### config.mk
export PLATFORM = sky130hd
export DESIGN_NAME = gql_front
export DESIGN_NICKNAME = d
export VERILOG_FILES = /design/src/rtl/gql_pkg.sv /design/src/rtl/gql_front.sv
export SDC_FILE = /design/constraint.sdc
export NUM_CORES = 1
export LEC_CHECK = 0
export ABC_CLOCK_PERIOD_IN_PS = 3900
export BUFFER_PORTS_ARGS = -buffer_cell sky130_fd_sc_hd__clkbuf_2
export CAP_MARGIN = 20
export CORE_ASPECT_RATIO = 0.5
export CORE_MARGIN = 1
export CORE_UTILIZATION = 51
export DETAILED_ROUTE_END_ITERATION = 16
export GPL_TIMING_DRIVEN = 1
export PLACE_DENSITY = 0.78
export SLEW_MARGIN = 20
export SYNTH_ARGS = -nofsm -noshare
export SYNTH_HDL_FRONTEND = slang
export SYNTH_SLANG_ARGS = --single-unit
### constraint.sdc
create_clock -name clk -period 3.9 [get_ports clk]
set_input_delay 0.39 -clock clk [delete_from_list [all_inputs] [get_ports clk]]
set_output_delay 0.39 -clock clk [all_outputs]
set_load 0.03 [all_outputs]
### src/rtl/gql_pkg.sv
`timescale 1ns / 1ps
// ----------------------------------------------------------------------------
// gql_pkg: shared types and constants for the glyph quad layout block.
// Holds table sizes, command codes, saturation limits and the queue entry type.
// ----------------------------------------------------------------------------
package gql_pkg;

  localparam int KernEntries  = 64;
  localparam int GlyphEntries = 256;
  localparam int KernIdxW     = $clog2(KernEntries);
  localparam int KernCntW     = $clog2(KernEntries + 1);
  localparam int GlyphIdxW    = $clog2(GlyphEntries);

  localparam int CfgIdxW  = 2;
  localparam int CfgDataW = 16;

  typedef enum logic [CfgIdxW-1:0] {
    CFG_SCALE       = 2'd0,
    CFG_INV_ATLAS   = 2'd1,
    CFG_LINE_HEIGHT = 2'd2
  } cfg_idx_t;

  typedef enum logic [1:0] {
    KIND_LOAD  = 2'd0,
    KIND_KERN  = 2'd1,
    KIND_BEGIN = 2'd2,
    KIND_PLACE = 2'd3
  } kind_t;

  localparam logic signed [23:0] PenMax = 24'sh7FFFFF;
  localparam logic signed [23:0] PenMin = -24'sh800000;
  localparam logic [16:0]        TexMax = 17'h1FFFF;

  typedef struct packed {
    logic [1:0]        kind;
    logic [7:0]        code;
    logic [7:0]        second_code;
    logic signed [15:0] position_x;
    logic signed [15:0] position_y;
    logic [7:0]        glyph_width;
    logic [7:0]        glyph_height;
    logic signed [7:0] offset_x;
    logic signed [7:0] offset_y;
    logic [7:0]        advance;
    logic signed [7:0] kern_amount;
  } item_t;

  typedef struct packed {
    logic signed [23:0] quad_left;
    logic signed [23:0] quad_right;
    logic signed [23:0] quad_top;
    logic signed [23:0] quad_bottom;
    logic [16:0]        tex_left;
    logic [16:0]        tex_right;
    logic [16:0]        tex_top;
    logic [16:0]        tex_bottom;
    logic [15:0]        glyph_number;
  } result_t;

  typedef enum logic [2:0] {
    ST_IDLE,
    ST_READ,
    ST_SEARCH,
    ST_CALC,
    ST_MUL,
    ST_OUT
  } back_state_t;

  // Saturate a signed 42-bit value to signed 24 bits.
  function automatic logic signed [23:0] sat24(input logic signed [41:0] v);
    logic signed [23:0] r;
    if (v > 42'(PenMax)) r = PenMax;
    else if (v < 42'(PenMin)) r = PenMin;
    else r = v[23:0];
    return r;
  endfunction

  // Saturate an unsigned 29-bit texture product.
  function automatic logic [16:0] sat_tex(input logic [28:0] v);
    logic [16:0] r;
    if (v > 29'(TexMax)) r = TexMax;
    else r = v[16:0];
    return r;
  endfunction

endpackage

### src/rtl/gql_front.sv
`timescale 1ns / 1ps
// ----------------------------------------------------------------------------
// gql_front: command intake and two-entry queue.
// Accepts items and buffers them so intake and execution stall independently.
// ----------------------------------------------------------------------------
module gql_front import gql_pkg::*; (
  input  logic  clk,
  input  logic  rst_n,
  input  logic  in_valid,
  output logic  in_ready,
  input  item_t in_item,
  output logic  q_valid,
  input  logic  q_pop,
  output item_t q_item
);

  item_t      mem_r [2];
  logic       wr_ptr_r, rd_ptr_r;
  logic [1:0] cnt_r;
  logic       push;

  assign in_ready = (cnt_r != 2'd2);
  assign push     = in_valid && in_ready;
  assign q_valid  = (cnt_r != 2'd0);
  assign q_item   = mem_r[rd_ptr_r];

  // Payload storage.
  always_ff @(posedge clk) begin
    if (push) mem_r[wr_ptr_r] <= in_item;
  end

  // Pointers and fill level.
  always_ff @(posedge clk) begin
    if (!rst_n) begin
      wr_ptr_r <= 1'b0;
      rd_ptr_r <= 1'b0;
      cnt_r    <= 2'd0;
    end else begin
      if (push) wr_ptr_r <= ~wr_ptr_r;
      if (q_pop) rd_ptr_r <= ~rd_ptr_r;
      cnt_r <= cnt_r + {1'b0, push} - {1'b0, q_pop};
    end
  end

endmodule

# After elaboration in Yosys (flattened, before gate mapping)
# Memories as Yosys holds them, arrays and structs flattened. A register that Yosys moved wholly into a read port is not among the register bits.
# Index checks and enable logic that the tools add are counted.
# W data, S select, Z words.
# totals
reg_bits	4
mem_bits_rw	196
in_bits	102
word_cells	15
n_memories	1
# memory_table
name	words	width	rd	rd_ports_with_merged_regs	write_ports	line	source
mem_r	2	98	1	1	1	gql_front.sv:17	item_t mem_r [2];
# classes
add_sub_neg	2
eq_ne	1
mux	4
bitwise	2
reduce_logical	2
# op_table
cell	n
$mux W1	4
$add A2 B1 Y2	1
$ne A2 B2 Y1 const B	1
$not A1 Y1	2
$reduce_bool A2 Y1	1
$sub A2 B1 Y2	1
$logic_and A1 B1 Y1	1

# Longest topological paths before layout
# Gate-level depths: netlist (run 1).
# depth
word_depth	4
depth_mapped	7
mapped_depth_nobuf	7

# Least setup slack after synthesis (run 1)
# No wires, ideal clock.
# synth_timing
kind	flip-flop to flip-flop
from	reg cnt_r[0]
to	mem mem_r[1][0] (netlist name) (enable)
setup_ns	0.469
arrival_time_ns	3.118
required_ns	3.431
slack_ns	0.314
path_stages_with_launch	3
period_less_slack_ns	3.586
path_cell_list	dfxtp_1 nand2b_1 and3_1
# synth_between
elab_chain_len	4
# synth_rtl
item	line	source
start, declared	gql_front.sv:19	logic [1:0] cnt_r;
start signal, assigned	gql_front.sv:41	cnt_r <= cnt_r + {1'b0, push} - {1'b0, q_pop};
$ne A2 B2 Y1	gql_front.sv:22	assign in_ready = (cnt_r != 2'd2);
via in_ready	gql_front.sv:10	output logic in_ready,
$logic_and A1 B1 Y1	gql_front.sv:23	assign push = in_valid && in_ready;
$mux W1	gql_front.sv:29	if (push) mem_r[wr_ptr_r] <= in_item;
$mux W1 (implied by the code)	gql_front.sv:29	
end, declared	gql_front.sv:17	
# The timed path passes the listed nets, and every way through them passes these cells.

==> results.sh, run 1 <==
export IMPL_htreeDepth=1
export IMPL_path_clk_slew_ns=0.06
export IMPL_required_ns=3.51
export IMPL_gr_total_overflow=0
export IMPL_synth_cells=333
export IMPL_cp_top_family="flip-flops"
export IMPL_ir_worst_vdd_uv=293.1
export IMPL_ios=202
export IMPL_fmax_mhz=368.3
export IMPL_antenna_left=0
export IMPL_drc_errors=0
export IMPL_syn_num_nets=436
export IMPL_viasPerCell=5.020
export IMPL_dr_first_iter_drc_count=139
export IMPL_synth_ff_type="edfxtp_1"
export IMPL_cap_violations=0
export IMPL_cp_start_kind="flip-flop"
export IMPL_worstPathMaxFanout=49
export IMPL_synth_cell_type_count=24
export IMPL_numClockSinks=201
export IMPL_yosys_top_cells_area="edfxtp_1 (79%), mux2_2 (12%), mux2_4 (4.1%)"
export IMPL_power_density_nw_per_um2=566.5
export IMPL_vias=3775
export IMPL_numCtsBuffers=18
export IMPL_row_count=30
export IMPL_multi_input_area_um2=1343
export IMPL_cts_resized=0
export IMPL_wl_um=13110
export IMPL_rsz0062_at_grt="no"
export IMPL_cp_cell_sequence="buf_4, mux2_2, clkbuf_2"
export IMPL_cpPeakStageDelay_ns=0.82
export IMPL_io_buffers=201
export IMPL_synth_common_cells="edfxtp_1 (196), mux2_2 (78), mux2_4 (20)"
export IMPL_hp_class="input pin to flip-flop"
export IMPL_arrival_ns=2.33
export IMPL_synth_warnings=0
export IMPL_first_pass_iters=4
export IMPL_die_y_um=87.24
export IMPL_fin_cells=752
export IMPL_post_place_cells=720
export IMPL_status="finished, final reports clean"
export IMPL_cts_setup_buffers=0
export IMPL_synthToLayoutAreaGrowth_pct=24.63
export IMPL_synthDominantCellAreaShare_pct=79.42
export IMPL_drive_gt1_share_pct=59.82
export IMPL_coreArea_um2=13850
export IMPL_fin_setup_tns_ns=0
export IMPL_cts_buffer_depth=3
export IMPL_synth_edf_count=196
export IMPL_yosys_register_bits=201
export IMPL_fillers=954
export IMPL_initial_utilization_pct=53.50
export IMPL_die_w_um=172.5
export IMPL_synthMostInstantiatedCell="edfxtp_1"
export IMPL_min_period_over_period_pct=69.62
export IMPL_period_minus_slack_ns=2.715
export IMPL_setup_violations=0
export IMPL_place_gp_congestion=0.7521
export IMPL_dp_hpwl_um=8631
export IMPL_grt_start_max_net_pins=88
export IMPL_yosysTopAreaCell="edfxtp_1"
export IMPL_finalClockSkew_ns=0.006667
export IMPL_syn_cell_area_um2=7411
export IMPL_power_leakage_nw=3.543
export IMPL_clk_insertion_delay_late_ns=0.47
export IMPL_slew_viol_final=0
export IMPL_slowest_stage="dfxtp_4"
export IMPL_slew_limit_headroom_pct=50.10
export IMPL_seqCellArea_um2=5989
export IMPL_crit_type="flip-flop to primary output"
export IMPL_grt_use_total_pct=17.17
export IMPL_cts_tree="built"
export IMPL_fp_dieArea_um2=15050
export IMPL_wire_per_inst_um=17.43
export IMPL_nets=651
export IMPL_async_flop_share_pct=0
export IMPL_cts_root_buf="clkbuf_16"
export IMPL_antenna_found_initial=0
export IMPL_cp_num_buf_inv=2
export IMPL_holdBufCountCts=0
export IMPL_synth_area_per_cell_um2=22.25
export IMPL_antenna_cells=0
export IMPL_endpoint_kind="primary output"
export IMPL_final_util_pct=66.68
export IMPL_ys_seq_area_share_pct=80.77
export IMPL_worstMarginPinSlew_ns=0.7485
export IMPL_grt_pass1_wl_um=19220
export IMPL_grt_pass1_vias=3891
export IMPL_final_hold_violation_count=0
==> per-stage QoR <==
step / worst slack, ns / area [um^2] / hold WS, ns / total power, mW
floorplan: 0.3136 / 7411 / 0.4889 / 3.295
global placement: 1.642 / 8651 / 0.5666 / 3.539
detailed placement: 1.639 / 8651 / 0.5780 / 3.558
CTS: 1.133 / 9236 / 0.08508 / 5.295
global route: 1.048 / 9236 / 0.08652 / 5.419
finish: 1.185 / 9236 / 0.1074 / 5.233
==> worst reg2reg max path, delay by kind of cell (launching register included) <==
kind	cells	cell delay [ns]
and+or+nand+nor	2	0.41
buffers and inverters	2	0.94
DFF	1	0.38
==> cell type report <==
cell class                 instances  share of cell area (%)
timing repair buffer             206                   11.57
multi-input combinational        119                   14.54
clock buffer                      28                   5.839
sequential                       201                   64.85
inverter                           2                  0.1084
clock inverter                     4                  0.5012
tap                              192                   2.601
==> path summary, 6_finish.rpt <==
check | startpoint | endpoint | slack, ns | depth (start not counted)
setup reg to reg | cnt_r[0] | mem_r[0][4] | 1.82 | 4
setup / recovery | flip-flop | q_item[61] | 1.18 | 3
hold / removal | in_item[30] | mem_r[0][30] | 0.11 | 1
hold reg to reg | rd_ptr_r | rd_ptr_r | 0.59 | 2
==> flip-flops by register name, summed over array words and instances, names as in the netlist, named ones only <==
register	cells
wr_ptr_r	1
mem_r	196
rd_ptr_r	1
cnt_r	2
==> layout by cell type, fill, tap and decap left out, types with 2 or more instances in the layout <==
cell type / instances
clkbuf_2: 201
clkbuf_8: 3
dfxtp_1: 4
buf_12: 2
nand2_1: 2
and2_1: 3
nand3b_1: 2
clkbuf_1: 6
buf_4: 3
edfxtp_1: 196
mux2_4: 20
clkbuf_16: 19
mux2_2: 78
==> logic make-up after synthesis <==
group	Yosys count	synth area share, %
AOI/OAI and AO/OA	5	0.6079
buffers and inverters	13	1.182
muxes	99	16.04
xor gates and xnor gates	2	0.2364
and+or+nand+nor	12	0.9962
DFF	201	80.77
adders and majority gates	1	0.1688
==> power by group <==
group          internal, mW  total [mW]  switching, mW  leakage, nW
Combinational         0.301       0.849          0.548         1.39
Sequential             2.59        2.65         0.0651         1.87
Clock                  1.02        1.73          0.713        0.283
==> per-layer routing <==
metal	global-route usage (%)	share of wire, %	vias to the layer above
li1	-	-	1760
met5	0	0	-
met3	4.362	5.5	29
met4	5.712	2.5	0
met1	19.39	38	1882
met2	32.00	54	104
No activity file was read; power rests on OpenSTA's default activity.
==> run 2, diff against run 1 <==
ABC_CLOCK_PERIOD_IN_PS = 2300   (was 3900)
CORE_UTILIZATION = 47   (was 51)
PLACE_DENSITY = 0.76   (was 0.78)
clock period = 2.3 ns   (was 3.9 ns; I/O delays follow)
==> results.sh, run 2 (synthesis gave the netlist of run 1 again) <==
export IMPL_hold_start="rst_n"
export IMPL_slew_limit_headroom_pct=66.31
export IMPL_period_minus_slack_ns=2.158
export IMPL_ir_worst_vdd_uv=507.7
export IMPL_total_power_mw=9.080
export IMPL_cap_violations=0
export IMPL_min_period_over_period_pct=93.82
export IMPL_post_place_cells=737
export IMPL_power_density_nw_per_um2=880.2
export IMPL_finalClockSkew_ns=0.01313
export IMPL_dp_slack_ns=0.6303
export IMPL_place_gp_congestion=0.7666
export IMPL_cts_buffer_depth=3
export IMPL_worstPathMaxFanout=27
export IMPL_antenna_found_initial=0
export IMPL_grt_start_max_net_pins=63
export IMPL_power_leakage_nw=3.991
export IMPL_layout_setup_ws_ns=0.1422
export IMPL_ios=202
export IMPL_antenna_cells=0
export IMPL_fin_cells=869
export IMPL_violations="design-rule violations"
export IMPL_first_pass_iters=12
export IMPL_worstHoldEndpoint="cnt_r[1]"
export IMPL_die_w_um=179.6
export IMPL_dr_first_iter_drc_count=233
export IMPL_worstMarginPinSlew_ns=0.5053
export IMPL_coreArea_um2=15410
export IMPL_hp_class="input pin to flip-flop"
export IMPL_final_util_pct=66.92
export IMPL_reg_largest_list="mem_r x196, cnt_r x2"
export IMPL_numClockSinks=201
export IMPL_wl_um=14990
export IMPL_slew_viol_final=0
export IMPL_r2r_setup_slack_ns=0.69
export IMPL_hold_depth=2
export IMPL_r2r_worst_path_cells=3
export IMPL_io_buffers=201
export IMPL_nets=755
export IMPL_reg2reg_from="cnt_r[0]"
export IMPL_antenna_left=0
export IMPL_path_clk_slew_ns=0.06
export IMPL_status="finished, violations left"
export IMPL_endpoint_kind="primary output"
export IMPL_cts_root_buf="clkbuf_16"
export IMPL_rsz0062_at_grt="no"
export IMPL_numCtsBuffers=19
export IMPL_slowest_stage="dfxtp_4"
export IMPL_cp_num_buf_inv=2
export IMPL_cp_start_kind="flip-flop"
export IMPL_cts_setup_buffers=0
export IMPL_wire_per_inst_um=17.25
export IMPL_top_register="mem_r"
export IMPL_die_y_um=90.79
export IMPL_viasPerCell=4.801
export IMPL_largest_reg_flops=196
export IMPL_crit_type="flip-flop to primary output"
export IMPL_drive_gt1_share_pct=51.73
export IMPL_arrival_ns=1.93
export IMPL_cts_resized=0
export IMPL_cp_top_family="flip-flops"
export IMPL_setup_violations=0
export IMPL_vias=4172
export IMPL_mostFrequentLayoutCell="clkbuf_2"
export IMPL_final_hold_violation_count=0
export IMPL_grt_pass1_vias=4531
export IMPL_gr_total_overflow=0
export IMPL_cpPeakStageDelay_ns=0.59
export IMPL_initial_utilization_pct=48.08
export IMPL_dp_hpwl_um=9082
export IMPL_worstReg2RegEnd="mem_r[1][63]"
export IMPL_whs_ns=0.06271
export IMPL_cp_cell_sequence="buf_12, mux2_2, clkbuf_2"
export IMPL_grt_use_total_pct=18.24
export IMPL_fmax_mhz=463.4
export IMPL_row_count=32
export IMPL_required_ns=2.07
export IMPL_final_cell_mix="clkbuf_2 (201), edfxtp_1 (196), dlygate4sd3_1 (98), mux2_2 (78), mux2_4 (20)"
export IMPL_clk_insertion_delay_late_ns=0.48
export IMPL_fp_dieArea_um2=16300
export IMPL_htreeDepth=1
export IMPL_synthToLayoutAreaGrowth_pct=39.20
export IMPL_drc_errors=4
export IMPL_grt_pass1_wl_um=22760
export IMPL_cts_tree="built"
-- run 2: worst max path at each step --
stage             endpoint  slack, ns  depth (start not counted)
2_1_floorplan  mem_r[0][0]      -0.21                          3
3_3_place_gp    q_item[25]       0.64                          3
3_5_place_dp    q_item[25]       0.63                          3
4_1_cts         q_item[25]       0.11                          3
5_1_grt         q_item[25]       0.06                          3
6_report        q_item[25]       0.14                          3
-- run 2: through the flow --
step | TNS [ns] | area, um^2
CTS | 0 | 10320
detailed placement | 0 | 8752
floorplan | -20.41 | 7426
global placement | 0 | 8752
finish | 0 | 10320
global route | 0 | 10320
-- run 2: power breakdown --
group | switching [mW] | total (mW) | internal (mW)
logic | 1.00 | 1.65 | 0.646
clock network | 1.29 | 2.95 | 1.66
registers | 0.0945 | 4.48 | 4.38
-- run 2: layer usage --
metal	GRT usage, %	vias up	routed length (um)	part of all wire [%]
met5	0	-	0	0
met4	6.537	0	467	3.1
met3	3.831	37	568	3.8
met2	35.09	104	8142	54
met1	19.94	2066	5809	39
li1	-	1965	-	-
-- run 2: cell type report --
cell class	count	area, um^2
repair buffers	309	2125
fillers	1025	5099
well taps	204	255.2
multi-input cells	119	1350
clock inverters	7	37.54
flip-flops and latches	201	5992
clock buffers	27	545.5
inverters	2	11.26
-- run 2: repair_timing --
| action | in CTS | in global routing |
|---|---|---|
| hold endpoints to repair | 196 | 0 |
| hold buffers | 98 | 0 |
| endpoints found under the setup margin | 0 | 0 |
==> run 3, diff against run 2 <==
CELL_PAD_IN_SITES_DETAIL_PLACEMENT = 0   (was not set)
CELL_PAD_IN_SITES_GLOBAL_PLACEMENT = 1   (was not set)
CORE_UTILIZATION = 40   (was 47)
PLACE_DENSITY = not set   (was 0.76)
PLACE_DENSITY_LB_ADDON = 0.1   (was not set)
==> results.sh, run 3 (synthesis gave the netlist of run 1 again) <==
export IMPL_path_clk_slew_ns=0.06
export IMPL_cts_setup_buffers=0
export IMPL_slew_limit_headroom_pct=68.91
export IMPL_cts_root_buf="clkbuf_16"
export IMPL_worstReg2RegEnd="mem_r[1][86]"
export IMPL_die_y_um=98.25
export IMPL_largest_reg_flops=196
export IMPL_vias=4066
export IMPL_use_met1_pct=19.33
export IMPL_hp_class="input pin to flip-flop"
export IMPL_arrival_ns=1.85
export IMPL_whs_ns=0.08246
export IMPL_hold_start="rst_n"
export IMPL_place_gp_congestion=0.7064
export IMPL_cts_buffer_depth=3
export IMPL_antenna_found_initial=0
export IMPL_total_power_mw=9.085
export IMPL_cts_tree="built"
export IMPL_fillers=1449
export IMPL_ir_worst_vdd_uv=484.4
export IMPL_reg_largest_list="mem_r x196, cnt_r x2"
export IMPL_grt_busiest_layer="met2"
export IMPL_grt_pass1_wl_um=22210
export IMPL_grt_pass1_vias=4319
export IMPL_hold_depth=2
export IMPL_numCtsBuffers=19
export IMPL_multi_input_area_um2=1350
export IMPL_endpoint_kind="primary output"
export IMPL_cp_cell_sequence="buf_12, mux2_2, clkbuf_2"
export IMPL_crit_type="flip-flop to primary output"
export IMPL_post_dp_cell_area_um2=8747
export IMPL_worstHoldEndpoint="cnt_r[1]"
export IMPL_finalClockSkew_ns=0.009952
export IMPL_top_register="mem_r"
export IMPL_cp_num_buf_inv=2
export IMPL_io_buffers=201
export IMPL_r2r_worst_path_cells=3
export IMPL_required_ns=2.07
export IMPL_power_leakage_nw=3.973
export IMPL_power_density_nw_per_um2=880.7
export IMPL_ios=202
export IMPL_worstPathMaxFanout=70
export IMPL_first_pass_iters=4
export IMPL_antenna_left=0
export IMPL_dp_slack_ns=0.7030
export IMPL_grt_start_max_net_pins=80
export IMPL_grt_use_total_pct=14.92
export IMPL_wire_per_inst_um=15.61
export IMPL_cpPeakStageDelay_ns=0.43
export IMPL_mostFrequentLayoutCell="clkbuf_2"
export IMPL_cp_top_family="buffers and inverters"
export IMPL_cp_start_kind="flip-flop"
export IMPL_gr_total_overflow=0
export IMPL_nets=751
export IMPL_period_minus_slack_ns=2.083
export IMPL_final_area_um2=10320
export IMPL_initial_utilization_pct=41.78
export IMPL_setup_violations=0
export IMPL_drive_gt1_share_pct=51.75
export IMPL_met3_usage_pct=4.732
export IMPL_die_w_um=194.5
export IMPL_row_count=34
export IMPL_reg2reg_from="cnt_r[0]"
export IMPL_use_met2_pct=24.73
export IMPL_rsz0062_at_grt="no"
export IMPL_worstMarginPinSlew_ns=0.4663
export IMPL_slew_viol_final=0
export IMPL_cts_resized=0
export IMPL_layout_setup_ws_ns=0.2171
export IMPL_final_hold_violation_count=0
export IMPL_dp_hpwl_um=8478
export IMPL_wl_um=13940
export IMPL_cap_violations=0
export IMPL_final_cell_mix="clkbuf_2 (201), edfxtp_1 (196), dlygate4sd3_1 (98), mux2_2 (78), mux2_4 (20)"
export IMPL_fp_dieArea_um2=19110
export IMPL_slowest_stage="mux2_2"
export IMPL_viasPerCell=4.553
export IMPL_r2r_setup_slack_ns=0.71
export IMPL_synthToLayoutAreaGrowth_pct=39.20
export IMPL_holdBufCountCts=98
export IMPL_drc_errors=0
export IMPL_final_util_pct=58.15
export IMPL_fmax_mhz=480.1
export IMPL_status="finished, final reports clean"
export IMPL_numClockSinks=201
export IMPL_htreeDepth=1
export IMPL_coreArea_um2=17740
export IMPL_antenna_cells=0
export IMPL_clk_insertion_delay_late_ns=0.48
export IMPL_seqCellArea_um2=5992
export IMPL_dr_first_iter_drc_count=118
export IMPL_min_period_over_period_pct=90.56
==> run 3: changes by cell type in the layout (fill, tap and decap cells not counted), sizes merged <==
cell    previous run  this run
bufinv             0         2
inv                3         2
clkinv             5         7
buf               10         6
clkbuf           228       223
==> run 3: power by group <==
part           internal [mW]  switching, mW  total [mW]
sequential              4.38         0.0687        4.45
combinational          0.634           1.00        1.64
clock                   1.74           1.26        3.00
==> run 3: through the flow <==
stage	TNS, ns	instances
2_1_floorplan	-20.41	333
3_3_place_gp	0	763
5_1_grt	0	893
4_1_cts	0	893
3_5_place_dp	0	763
6_report	0	893
==> run 3: how the worst max path moves through the flow <==
| stage | start | endpoint | slack, ns | depth (start not counted) |
|---|---|---|---|---|
| 2_1_floorplan | cnt_r[0] | mem_r[0][0] | -0.21 | 3 |
| 3_3_place_gp | flip-flop | q_item[3] | 0.70 | 3 |
| 3_5_place_dp | flip-flop | q_item[3] | 0.70 | 3 |
| 4_1_cts | flip-flop | q_item[3] | 0.17 | 3 |
| 5_1_grt | flip-flop | q_item[3] | 0.12 | 3 |
| 6_report | flip-flop | q_item[3] | 0.22 | 3 |
==> run 3: layout make-up <==
cell class	instances	share of cell area (%)
Timing Repair Buffer	305	20.18
Sequential cell	201	58.08
Tap cell	234	2.838
Inverter	2	0.1092
Multi-Input combinational cell	119	13.09
Clock buffer	22	4.718
Clock inverter	10	0.9824
==> run 3: routing by layer <==
layer	part of all wire [%]	routed length (um)
met3	6.4	896
met4	1.7	230
met2	47	6604
met5	0	0
met1	45	6207
